**src/mm_pkg.sv**
```systemverilog
package mm_pkg;

    localparam int MM_MAX_DIM = 8;
    localparam int DIM_W      = 4;
    localparam int IDX_W      = 3;
    localparam int VAL_W      = 16;
    localparam int PROD_W     = 32;
    localparam int ACC_W      = 35;

    typedef logic [1:0] t_op;
    localparam t_op OP_WR_A = 2'd0;
    localparam t_op OP_WR_B = 2'd1;
    localparam t_op OP_MUL  = 2'd2;

    typedef logic [1:0] t_reg_idx;
    localparam t_reg_idx REG_ROWS_A    = 2'd0;
    localparam t_reg_idx REG_INNER_DIM = 2'd1;
    localparam t_reg_idx REG_COLS_B    = 2'd2;

    typedef enum logic [1:0] {
        ST_IDLE,
        ST_RUN,
        ST_WAIT,
        ST_EMIT
    } t_state;

    typedef struct packed {
        logic vld;
        logic first;
        logic last;
    } t_mac_ctl;

    // A dimension of zero acts as one; anything above the maximum saturates.
    function automatic logic [DIM_W-1:0] clamp_dim(input logic [DIM_W-1:0] v,
                                                   input logic [DIM_W-1:0] max_dim);
        logic [DIM_W-1:0] x;
        x = v;
        if (x == '0) begin
            x = DIM_W'(1);
        end
        if (x > max_dim) begin
            x = max_dim;
        end
        return x;
    endfunction

endpackage

```
**src/mm_ram.sv**
```systemverilog
module mm_ram
    import mm_pkg::*;
#(
    parameter int DEPTH = MM_MAX_DIM * MM_MAX_DIM,
    parameter int WIDTH = VAL_W,
    parameter int AW    = $clog2(DEPTH)
) (
    input  logic             i_clk,
    input  logic             i_we,
    input  logic [AW-1:0]    i_waddr,
    input  logic [WIDTH-1:0] i_wdata,
    input  logic [AW-1:0]    i_raddr,
    output logic [WIDTH-1:0] o_rdata
);

    logic [WIDTH-1:0] r_mem [DEPTH];
    logic [WIDTH-1:0] r_rdata;

    always_ff @(posedge i_clk) begin
        if (i_we) begin
            r_mem[i_waddr] <= i_wdata;
        end
        r_rdata <= r_mem[i_raddr];
    end

    assign o_rdata = r_rdata;

endmodule

```
**src/mm_mac.sv**
```systemverilog
module mm_mac
    import mm_pkg::*;
(
    input  logic                    i_clk,
    input  logic                    i_rst_n,
    input  t_mac_ctl                i_ctl,
    input  logic signed [VAL_W-1:0] i_a,
    input  logic signed [VAL_W-1:0] i_b,
    output logic signed [ACC_W-1:0] o_acc,
    output logic                    o_done
);

    logic signed [PROD_W-1:0] r_prod;
    t_mac_ctl                 r_prod_ctl;
    logic signed [ACC_W-1:0]  r_acc;
    logic signed [ACC_W-1:0]  n_acc;
    logic                     r_done;

    always_ff @(posedge i_clk) begin
        if (!i_rst_n) begin
            r_prod_ctl <= '0;
            r_done     <= 1'b0;
        end else begin
            r_prod_ctl <= i_ctl;
            r_done     <= r_prod_ctl.vld && r_prod_ctl.last;
        end
    end

    always_ff @(posedge i_clk) begin
        r_prod <= PROD_W'(i_a) * PROD_W'(i_b);
        if (r_prod_ctl.vld) begin
            r_acc <= n_acc;
        end
    end

    // The first term of a dot product restarts the sum.
    always_comb begin
        if (r_prod_ctl.first) begin
            n_acc = ACC_W'(r_prod);
        end else begin
            n_acc = r_acc + ACC_W'(r_prod);
        end
    end

    assign o_acc  = r_acc;
    assign o_done = r_done;

endmodule

```
**src/matrix_multiply_core.sv**
```systemverilog
// Channel | Dir | Handshake                     | Payload
// ------- | --- | ----------------------------- | ---------------------------------------------
// input   | in  | i_in_valid / o_in_ready       | i_op, i_row, i_col, i_value
// output  | out | o_out_valid / i_out_ready     | o_out_row, o_out_col, o_out_value, o_out_last
// config  | in  | psel, penable, pwrite, pready | paddr, pwdata, prdata
//
// A load beat leaves the block idle, so it stays ready for the next beat.
// A compute beat walks the rows_a * cols_b result elements in turn: each result
// element reads one A and one B entry per cycle from the two stores,
// then waits for the read, multiply and accumulate stages to drain.
// Input is held off during a compute, and a stalled output holds the walk.
// Reset is synchronous and sets every dimension register to eight, clamped to MAX_DIM.

module matrix_multiply_core
    import mm_pkg::*;
#(
    parameter int MAX_DIM = MM_MAX_DIM
) (
    input  logic                    i_clk,
    input  logic                    i_rst_n,

    input  logic                    i_in_valid,
    output logic                    o_in_ready,
    input  logic [1:0]              i_op,
    input  logic [IDX_W-1:0]        i_row,
    input  logic [IDX_W-1:0]        i_col,
    input  logic signed [VAL_W-1:0] i_value,

    output logic                    o_out_valid,
    input  logic                    i_out_ready,
    output logic [IDX_W-1:0]        o_out_row,
    output logic [IDX_W-1:0]        o_out_col,
    output logic signed [ACC_W-1:0] o_out_value,
    output logic                    o_out_last,

    input  logic                    psel,
    input  logic                    penable,
    input  logic                    pwrite,
    input  logic [3:0]              paddr,
    input  logic [31:0]             pwdata,
    output logic [31:0]             prdata,
    output logic                    pready
);

    localparam int IW    = $clog2(MAX_DIM);
    localparam int DEPTH = MAX_DIM * MAX_DIM;
    localparam int AW    = $clog2(DEPTH);
    localparam logic [DIM_W-1:0] DIM_MAX = DIM_W'(MAX_DIM);

    // Configuration registers.
    logic [DIM_W-1:0] r_rows_a;
    logic [DIM_W-1:0] r_inner;
    logic [DIM_W-1:0] r_cols_b;
    logic             cfg_wr;

    assign pready = 1'b1;
    assign cfg_wr = psel && penable && pwrite && pready;

    always_ff @(posedge i_clk) begin
        if (!i_rst_n) begin
            r_rows_a <= clamp_dim(DIM_W'(8), DIM_MAX);
            r_inner  <= clamp_dim(DIM_W'(8), DIM_MAX);
            r_cols_b <= clamp_dim(DIM_W'(8), DIM_MAX);
        end else if (cfg_wr) begin
            unique case (paddr[3:2])
                REG_ROWS_A:    r_rows_a <= clamp_dim(pwdata[DIM_W-1:0], DIM_MAX);
                REG_INNER_DIM: r_inner  <= clamp_dim(pwdata[DIM_W-1:0], DIM_MAX);
                REG_COLS_B:    r_cols_b <= clamp_dim(pwdata[DIM_W-1:0], DIM_MAX);
                default: ;
            endcase
        end
    end

    always_comb begin
        unique case (paddr[3:2])
            REG_ROWS_A:    prdata = 32'(r_rows_a);
            REG_INNER_DIM: prdata = 32'(r_inner);
            REG_COLS_B:    prdata = 32'(r_cols_b);
            default:       prdata = '0;
        endcase
    end

    // Loads.
    logic          in_acc;
    logic          in_range;
    logic          we_a;
    logic          we_b;
    logic [AW-1:0] waddr;

    assign in_acc   = i_in_valid && o_in_ready;
    assign in_range = ({1'b0, i_row} < DIM_MAX) && ({1'b0, i_col} < DIM_MAX);
    assign we_a     = in_acc && in_range && (i_op == OP_WR_A);
    assign we_b     = in_acc && in_range && (i_op == OP_WR_B);
    assign waddr    = AW'(i_row) * AW'(MAX_DIM) + AW'(i_col);

    // Walk over result elements and the inner index.
    t_state        r_state;
    t_state        n_state;
    logic [IW-1:0] r_r;
    logic [IW-1:0] n_r;
    logic [IW-1:0] r_c;
    logic [IW-1:0] n_c;
    logic [IW-1:0] r_k;
    logic [IW-1:0] n_k;
    t_mac_ctl      issue_ctl;
    t_mac_ctl      r_rd_ctl;
    logic          load_out;
    logic          out_free;
    logic          row_last;
    logic          col_last;
    logic          k_last;
    logic          mac_done;

    logic [AW-1:0]           raddr_a;
    logic [AW-1:0]           raddr_b;
    logic signed [VAL_W-1:0] rdata_a;
    logic signed [VAL_W-1:0] rdata_b;
    logic signed [ACC_W-1:0] mac_acc;

    assign raddr_a  = AW'(r_r) * AW'(MAX_DIM) + AW'(r_k);
    assign raddr_b  = AW'(r_k) * AW'(MAX_DIM) + AW'(r_c);
    assign row_last = (DIM_W'(r_r) + DIM_W'(1)) == r_rows_a;
    assign col_last = (DIM_W'(r_c) + DIM_W'(1)) == r_cols_b;
    assign k_last   = (DIM_W'(r_k) + DIM_W'(1)) == r_inner;
    assign out_free = !o_out_valid || i_out_ready;

    // Loads are only taken while idle, so a store write never meets a read of the
    // same entry.
    assign o_in_ready = (r_state == ST_IDLE);

    always_ff @(posedge i_clk) begin
        if (!i_rst_n) begin
            r_state  <= ST_IDLE;
            r_r      <= '0;
            r_c      <= '0;
            r_k      <= '0;
            r_rd_ctl <= '0;
        end else begin
            r_state  <= n_state;
            r_r      <= n_r;
            r_c      <= n_c;
            r_k      <= n_k;
            r_rd_ctl <= issue_ctl;
        end
    end

    always_comb begin
        n_state   = r_state;
        n_r       = r_r;
        n_c       = r_c;
        n_k       = r_k;
        issue_ctl = '0;
        load_out  = 1'b0;
        unique case (r_state)
            ST_IDLE: begin
                if (in_acc && (i_op == OP_MUL)) begin
                    n_r     = '0;
                    n_c     = '0;
                    n_k     = '0;
                    n_state = ST_RUN;
                end
            end
            ST_RUN: begin
                issue_ctl.vld   = 1'b1;
                issue_ctl.first = (r_k == '0);
                issue_ctl.last  = k_last;
                if (k_last) begin
                    n_k     = '0;
                    n_state = ST_WAIT;
                end else begin
                    n_k = r_k + IW'(1);
                end
            end
            ST_WAIT: begin
                if (mac_done) begin
                    n_state = ST_EMIT;
                end
            end
            ST_EMIT: begin
                if (out_free) begin
                    load_out = 1'b1;
                    if (row_last && col_last) begin
                        n_state = ST_IDLE;
                    end else if (col_last) begin
                        n_c     = '0;
                        n_r     = r_r + IW'(1);
                        n_state = ST_RUN;
                    end else begin
                        n_c     = r_c + IW'(1);
                        n_state = ST_RUN;
                    end
                end
            end
            default: n_state = ST_IDLE;
        endcase
    end

    mm_ram #(
        .DEPTH (DEPTH),
        .WIDTH (VAL_W),
        .AW    (AW)
    ) u_ram_a (
        .i_clk   (i_clk),
        .i_we    (we_a),
        .i_waddr (waddr),
        .i_wdata (i_value),
        .i_raddr (raddr_a),
        .o_rdata (rdata_a)
    );

    mm_ram #(
        .DEPTH (DEPTH),
        .WIDTH (VAL_W),
        .AW    (AW)
    ) u_ram_b (
        .i_clk   (i_clk),
        .i_we    (we_b),
        .i_waddr (waddr),
        .i_wdata (i_value),
        .i_raddr (raddr_b),
        .o_rdata (rdata_b)
    );

    mm_mac u_mac (
        .i_clk   (i_clk),
        .i_rst_n (i_rst_n),
        .i_ctl   (r_rd_ctl),
        .i_a     (rdata_a),
        .i_b     (rdata_b),
        .o_acc   (mac_acc),
        .o_done  (mac_done)
    );

    // Output register.
    logic                    r_out_valid;
    logic [IDX_W-1:0]        r_out_row;
    logic [IDX_W-1:0]        r_out_col;
    logic signed [ACC_W-1:0] r_out_value;
    logic                    r_out_last;

    always_ff @(posedge i_clk) begin
        if (!i_rst_n) begin
            r_out_valid <= 1'b0;
        end else if (load_out) begin
            r_out_valid <= 1'b1;
        end else if (i_out_ready) begin
            r_out_valid <= 1'b0;
        end
    end

    always_ff @(posedge i_clk) begin
        if (load_out) begin
            r_out_row   <= IDX_W'(r_r);
            r_out_col   <= IDX_W'(r_c);
            r_out_value <= mac_acc;
            r_out_last  <= row_last && col_last;
        end
    end

    assign o_out_valid = r_out_valid;
    assign o_out_row   = r_out_row;
    assign o_out_col   = r_out_col;
    assign o_out_value = r_out_value;
    assign o_out_last  = r_out_last;

endmodule

```
**config.mk**
```make
export PLATFORM = sky130hd
export DESIGN_NAME = matrix_multiply_core
export DESIGN_NICKNAME = d
export VERILOG_FILES = /design/src/mm_pkg.sv /design/src/mm_ram.sv /design/src/mm_mac.sv /design/src/matrix_multiply_core.sv
export SDC_FILE = /design/constraint.sdc
export NUM_CORES = 2
export LEC_CHECK = 0
export BUFFER_PORTS_ARGS = -buffer_cell sky130_fd_sc_hd__clkbuf_2
export CAP_MARGIN = 30
export CORE_AREA = 5 5 454 456
export DETAILED_ROUTE_END_ITERATION = 10
export DIE_AREA = 0 0 459 461
export PLACE_DENSITY = 0.73
export RECOVER_POWER = 100
export SYNTH_ARGS = -nofsm -noshare
export SYNTH_HDL_FRONTEND = slang
export SYNTH_SLANG_ARGS = --single-unit
export TNS_END_PERCENT = 50
```
**constraint.sdc**
```tcl
create_clock -name i_clk -period 16.84 [get_ports i_clk]
set_input_delay 2.526 -clock i_clk [delete_from_list [all_inputs] [get_ports i_clk]]
set_output_delay 2.526 -clock i_clk [all_outputs]
set_load 0.005 [all_outputs]
```
After elaboration in Yosys (flattened, before gate mapping)
Memories as Yosys holds them, arrays and structs flattened. A register that Yosys moved wholly into a read port is not among the register bits.
Index checks and enable logic that the tools add are counted.
{"block": "word_totals", "reg_bits": 140, "ram_bits": 2048, "word_cells": 120, "in_bits": 67, "memories": 2, "out_inout_bits": 77}
{"memory": "u_ram_a.r_mem", "depth": 64, "width": 16, "read_ports": 1, "rd_ports_with_merged_regs": 1, "wr": 1, "line": "mm_ram.sv:16", "text": "logic [WIDTH-1:0] r_mem [DEPTH];"}
{"memory": "u_ram_b.r_mem", "depth": 64, "width": 16, "read_ports": 1, "rd_ports_with_merged_regs": 1, "wr": 1, "line": "mm_ram.sv:16"}
{"block": "classes", "order_cmp": 3, "eq_ne": 16, "muxes": 41, "n_addsub": 10, "multipliers": 1, "n_reduce_logical": 26}
{"cell": "two-way mux 4 bit", "n": 13}
{"cell": "adder 35 x 32 -> 35 bit", "n": 1}
{"cell": "two-way mux 35 bit", "n": 1}
{"cell": "multiplier 16 x 16 -> 32 bit", "n": 1}
{"cell": "two-way mux 3 bit", "n": 9}
{"cell": "adder 6 x 3 -> 6 bit", "n": 3}
{"cell": "case mux 3 bit (2 select lines)", "n": 3}
{"cell": "adder 3 x 1 -> 4 bit (second input constant)", "n": 3}
{"cell": "equality test 4 bit", "n": 3}
{"cell": "> comparator 4 bit (second input constant)", "n": 3}
{"cell": "case mux 4 bit (3 select lines)", "n": 1}
{"cell": "AND reduction 2 bit", "n": 5}
{"cell": "adder 3 x 1 -> 3 bit (second input constant)", "n": 3}
{"cell": "two-way mux 1 bit", "n": 9}
{"cell": "equality test 2 bit (second input constant)", "n": 4}
{"cell": "logical AND 1 bit", "n": 8}
{"cell": "two-way mux 2 bit", "n": 4}
{"cell": "inequality test 2 bit (second input constant)", "n": 4}
{"cell": "case mux 2 bit (4 select lines)", "n": 1}
{"cell": "AND reduction 4 bit", "n": 2}
{"cell": "equality test 2 x 1 -> 1 bit (second input constant)", "n": 3}
{"cell": "zero test 2 bit", "n": 3}
{"cell": "nonzero test 2 bit", "n": 3}
{"cell": "AND reduction 5 bit", "n": 1}
{"cell": "other kinds (5)", "n": 6}

Longest topological paths before layout
{"block": "depth", "depth_word": 7, "depth_mapped": 24, "depth_no_buf": 23}

Hierarchy
From an unflattened synthesis, not the netlist that was laid out.
{"block": "hier_totals", "hier_cells": 5382, "hier_area_um2": 96933.0}
{"module": "mm_ram", "instances": 2, "cells_per_inst": 1829, "area_per_inst_um2": 40042.2, "seq_area_each_um2": 31069.8}
{"module": "mm_mac", "instances": 1, "cells_per_inst": 1466, "area_per_inst_um2": 13695.6, "seq_area_each_um2": 1771.7}
{"module": "matrix_multiply_core", "instances": 1, "cells_per_inst": 258, "area_per_inst_um2": 3153.0, "seq_area_each_um2": 1801.7}

Worst setup path before layout
Ideal clock, no wire load.
{"block": "synth_path", "path_type": "register to register", "start": "register u_ram_a.r_rdata[15], in the netlist u_ram_a.o_rdata[15], read port of u_ram_a.r_mem", "end": "register u_mac.r_prod[30]", "path_slack_ps": 10935, "path_stages_with_launch": 21, "period_less_slack_ps": 5905, "setup_ps": 62, "arrival_ps": 5843, "cell_sequence": "dfxtp_1 clkbuf_1 nand2_1 fa_1 inv_1 fa_1 inv_1 fa_1 fa_1 inv_1 fa_1 fa_1 ha_1 a21o_1 and2_1 nor2_1 nand2_1 a21oi_1 a31oi_1 or4b_1 nand3_1"}
{"block": "synth_via", "elab_chain_len": 1}
{"element": "start, declared", "line": "mm_ram.sv:17", "text": "logic [WIDTH-1:0] r_rdata;"}
{"element": "multiplier 16 x 16 -> 32 bit", "line": "mm_mac.sv:30", "text": "r_prod <= PROD_W'(i_a) * PROD_W'(i_b);"}
{"element": "end signal, assigned", "line": "mm_mac.sv:30"}
{"element": "end, declared", "line": "mm_mac.sv:13", "text": "logic signed [PROD_W-1:0] r_prod;"}
No other way between the ends.
A chain may end at the register's enable or synchronous reset.

Worst setup path after layout
{"block": "layout_path", "start": "register r_k[0]", "end": "register u_ram_a.r_rdata[1], in the netlist u_ram_a.o_rdata[1], read port of u_ram_a.r_mem"}
{"block": "layout_via", "elab_chain_len": 1}
{"element": "start, declared", "line": "matrix_multiply_core.sv:103", "text": "logic [IW-1:0] r_k;"}
{"element": "start signal, assigned", "line": "matrix_multiply_core.sv:142", "text": "r_k <= n_k;"}
{"element": "adder 6 x 3 -> 6 bit", "line": "matrix_multiply_core.sv:120", "text": "assign raddr_a = AW'(r_r) * AW'(MAX_DIM) + AW'(r_k);"}
No other way between the ends.

==> flow_summary.yaml <==
route:
  avgRoutedWirePerCell_microns: 25.8
  vias: 50700
  drt-pass1-iter-count: 8
  final_antenna_net_count: 0
  drcViolationCount: 0
  vias_per_cell: 5.89
  routed_wl_mm: 222
  drt_iter0_drc: 5502
clock_network:
  clk_pin_slew_ns: 0.06
  clockBufferDepth: 3
  cts_sinks: 2220
  ctsResizeCount: 0
  cts_buffers: 208
  cts_setup_buffers: 0
  htree_levels: 4
  cts_root_buf: "clkbuf_16"
  clock_latency_ns: 0.86
  cts_hold_buf: 0
  tritoncts: "done"
die:
  die-area_sq_mm: 0.212
  die_h_microns: 461
  io_pins: 144
  fp-row-count: 165
  die_w_microns: 459
  fp.coreArea_sq_mm: 0.201
  start_util: 0.478
grt:
  grt_use_met2: 0.329
  grt_pass1_vias: 50700
  overflow: 0
  gr-usage-met3: 0.0484
  busiest_layer: "met2"
  grt_pass1_wl_mm: 327
  antenna_found_initial: 14
  grt_max_degree: 141
  use_met1: 0.285
  grt_usage: 0.207
power:
  p_leak_nw: 33.7
  p_per_area_mw_per_mm2: 192
  worst_ir_drop_vdd_mv: 0.505
final_layout:
  stdcell_count: 8602
  fin_nets: 6211
  fill_cells: 15600
  syn_to_final_growth_pct: 10.4
  drive_gt1_frac: 0.128
  postLayoutCellArea_sq_mm: 0.106
synthesis:
  synthTopCellsByArea: "edfxtp_1 66%, mux4_2 8.7%, fa_1 5.5%"
  synth_top_area_frac: 0.663
  netlist_instances: 5555
  synth_edf_count: 2125
  ys.flop_type: "edfxtp_1"
  avgSynthCellArea_sq_um: 17.3
  ys_seq_area_frac: 0.682
  synth_top_cell_by_area: "edfxtp_1"
  ys_ff_latch: 2220
  ys_warn_count: 0
  ys_async_sr_fraction: 0
  synth.distinct_cells: 67
  syn_area_sq_mm: 0.0963
run_status:
  violations: "capacitance limit, slew limit"
  status: "finished with violations"
placement:
  placed_cell_area_sq_mm: 0.100
  dp.cells: 8210
  place_congestion: 0.858
  io_buffers: 84
  dpl.hpwl_mm: 131
setup_path:
  cp.arrival_ns: 10.72
  start_kind: "register"
  reg2reg_to: "u_ram_a.o_rdata[1]$_DFF_P_"
  cp-startpoint: "r_k[0]$_SDFFE_PN0P_"
  crit_fanout: 48
  r2r_start: "r_k[0]$_SDFFE_PN0P_"
  max_stage_delay_ns: 2.61
  ff2ff_path_depth: 7
  worstSetupEndpoint: "u_ram_a.o_rdata[1]$_DFF_P_"
  path_cells: "clkbuf_1, clkbuf_1, buf_4, mux4_2, mux4_2, mux2i_1, a21oi_1"
  cp_data_required_time_ns: 17.48
  cp-end-kind: "register"
  r2r_slack_ns: 6.76
  slowest_stage: "clkbuf_1"
  path_class: "reg2reg"
sta:
  tns_ns: 0
  hold_ws_ns: 0.440
  clock.fmax_ghz: 0.0992
  relSlewSlack: -1.87
  rsz0062_at_grt: "no"
  setup_violations: 0
  slew_violations: 2598
  hold_viol: 0
  layout_min_cycle_time_ns: 10.08
  worst_pin_slew_ns: 4.30
  skew_ns: 0.0369
  period_share: 0.599
min_path:
  hold_class: "reg2reg"
  min_path_cells: 1
flow_run:
  drv_cap: 49
-- layer usage --
metal,vias to the layer above,wire length (microns)
met5,-,13
met4,2,7340
met3,409,20700
met2,2304,106000
met1,26200,88000
li1,21800,-
-- cells in the mapped netlist, types with 5 or more instances --
library cell,n
nand4_1,5
and2_1,119
nand2b_1,18
dfxtp_1,95
o21a_1,13
fa_1,263
xor2_1,26
clkbuf_1,175
o22ai_1,100
a21boi_0,7
xnor2_1,39
nor3_1,16
or3b_2,5
a21o_1,15
o221ai_1,162
or3_1,7
a211oi_1,30
mux2i_1,417
buf_2,46
nand3b_1,7
o211ai_1,6
nor4_1,6
nand2_1,309
o21ai_0,93
mux4_2,374
o21bai_1,7
nand3_1,27
buf_1,51
a31oi_1,10
ha_1,124
buf_4,30
nor2_1,249
nor2b_1,32
nor3b_1,10
a21oi_1,146
inv_1,322
o311ai_0,5
and3_1,10
edfxtp_1,2125
-- how the worst min path moves through the flow --
stage | from | to | slack (ns)
finish | r_rd_ctl[0]$_SDFF_PN0_ | u_mac.r_prod_ctl[0]$_SDFF_PN0_ | 0.44
global placement | r_rd_ctl[2]$_SDFF_PN0_ | u_mac.r_prod_ctl[2]$_SDFF_PN0_ | 0.42
CTS | r_rd_ctl[0]$_SDFF_PN0_ | u_mac.r_prod_ctl[0]$_SDFF_PN0_ | 0.44
global route | r_rd_ctl[0]$_SDFF_PN0_ | u_mac.r_prod_ctl[0]$_SDFF_PN0_ | 0.45
floorplan | r_c[2]$_SDFFE_PN0P_ | o_out_col[2]$_DFFE_PP_ | 0.41
detailed placement | r_rd_ctl[0]$_SDFF_PN0_ | u_mac.r_prod_ctl[0]$_SDFF_PN0_ | 0.43
-- layout by cell type, fill, tap and decap left out, drive strengths merged, types with 10 or more instances in the layout --
cell type / n
clkinv: 84
nand2: 310
and2: 119
mux2i: 417
nor3b: 10
mux4: 374
edfxtp: 2125
nand2b: 18
nor2: 249
xnor2: 39
fa: 263
conb: 29
xor2: 26
a21oi: 147
nor3: 16
o21a: 13
o221ai: 162
a211oi: 31
buf: 36
a21o: 15
inv: 332
clkbuf: 493
o21ai: 93
o22ai: 100
nand3: 27
dfxtp: 95
nor2b: 32
and3: 10
bufinv: 17
ha: 124
a31oi: 10
-- through the flow --
stage | utilization | power, mW | setup WS (ns)
after global routing | 0.528 | 22.1 | 5.73
after CTS | 0.531 | 20.5 | 9.92
final | 0.528 | 20.4 | 6.76
after floorplan | - | 13.9 | 10.93
after global placement | 0.498 | 15.7 | 10.04
after detailed placement | 0.499 | 16.0 | 9.98
-- cell type report --
type | count | area (sq um) | area share
Clock inverter | 117 | 1110 | 0.0104
Clock buffer | 262 | 5460 | 0.0513
Multi-Input combinational cell | 2737 | 28200 | 0.265
Antenna cell | 4 | 10.0 | 0.0000941
Timing Repair Buffer | 267 | 1280 | 0.0120
Tap cell | 2672 | 3340 | 0.0314
Sequential cell | 2220 | 65700 | 0.618
Inverter | 323 | 1210 | 0.0114
-- sequential cells by signal, indices dropped and copies added, names as in the netlist --
name and flops:
o_out_row 3, r_rd_ctl 3, r_cols_b 4, r_r 3, u_mac.r_prod_ctl 3, u_ram_b.r_mem 1024, u_mac.o_done 1, u_ram_a.r_mem 1024
r_k 3, o_out_col 3, r_inner 4, o_out_last 1, r_state 2, u_mac.o_acc 35, r_c 3, o_out_value 35
u_ram_a.o_rdata 16, u_ram_b.o_rdata 16, u_mac.r_prod 32, r_rows_a 4, o_out_valid 1
-- kinds of logic (layout without fill, tap and decap cells) --
| family | count (synthesis) | count (layout) | share of synthesized area |
|---|---|---|---|
| DFF | 2220 | 2220 | 0.682 |
| other | 2 | 33 | 0.0000780 |
| AOI/OAI and AO/OA | 626 | 626 | 0.0439 |
| buffers and inverters | 625 | 969 | 0.0261 |
| muxes | 792 | 792 | 0.131 |
| adders and majority gates | 387 | 387 | 0.0708 |
| and+or+nand+nor | 838 | 838 | 0.0400 |
| xor gates and xnor gates | 65 | 65 | 0.00591 |
-- power breakdown --
group,leakage [nW],switching (mW),total [mW],internal [mW]
Clock,3.20,1.99,4.54,2.55
Sequential,19.9,0.102,6.44,6.34
Combinational,10.6,5.30,9.47,4.17
-- critical path, delay by kind of cell, from the launching register on --
family                 cells  cell delay, ns
flip-flops                 1            1.64
AO/OA/AOI/OAI              1            0.30
buffers and inverters      3            6.03
multiplexers               3            1.81
Note: power is estimated with default switching activity, not from simulation.
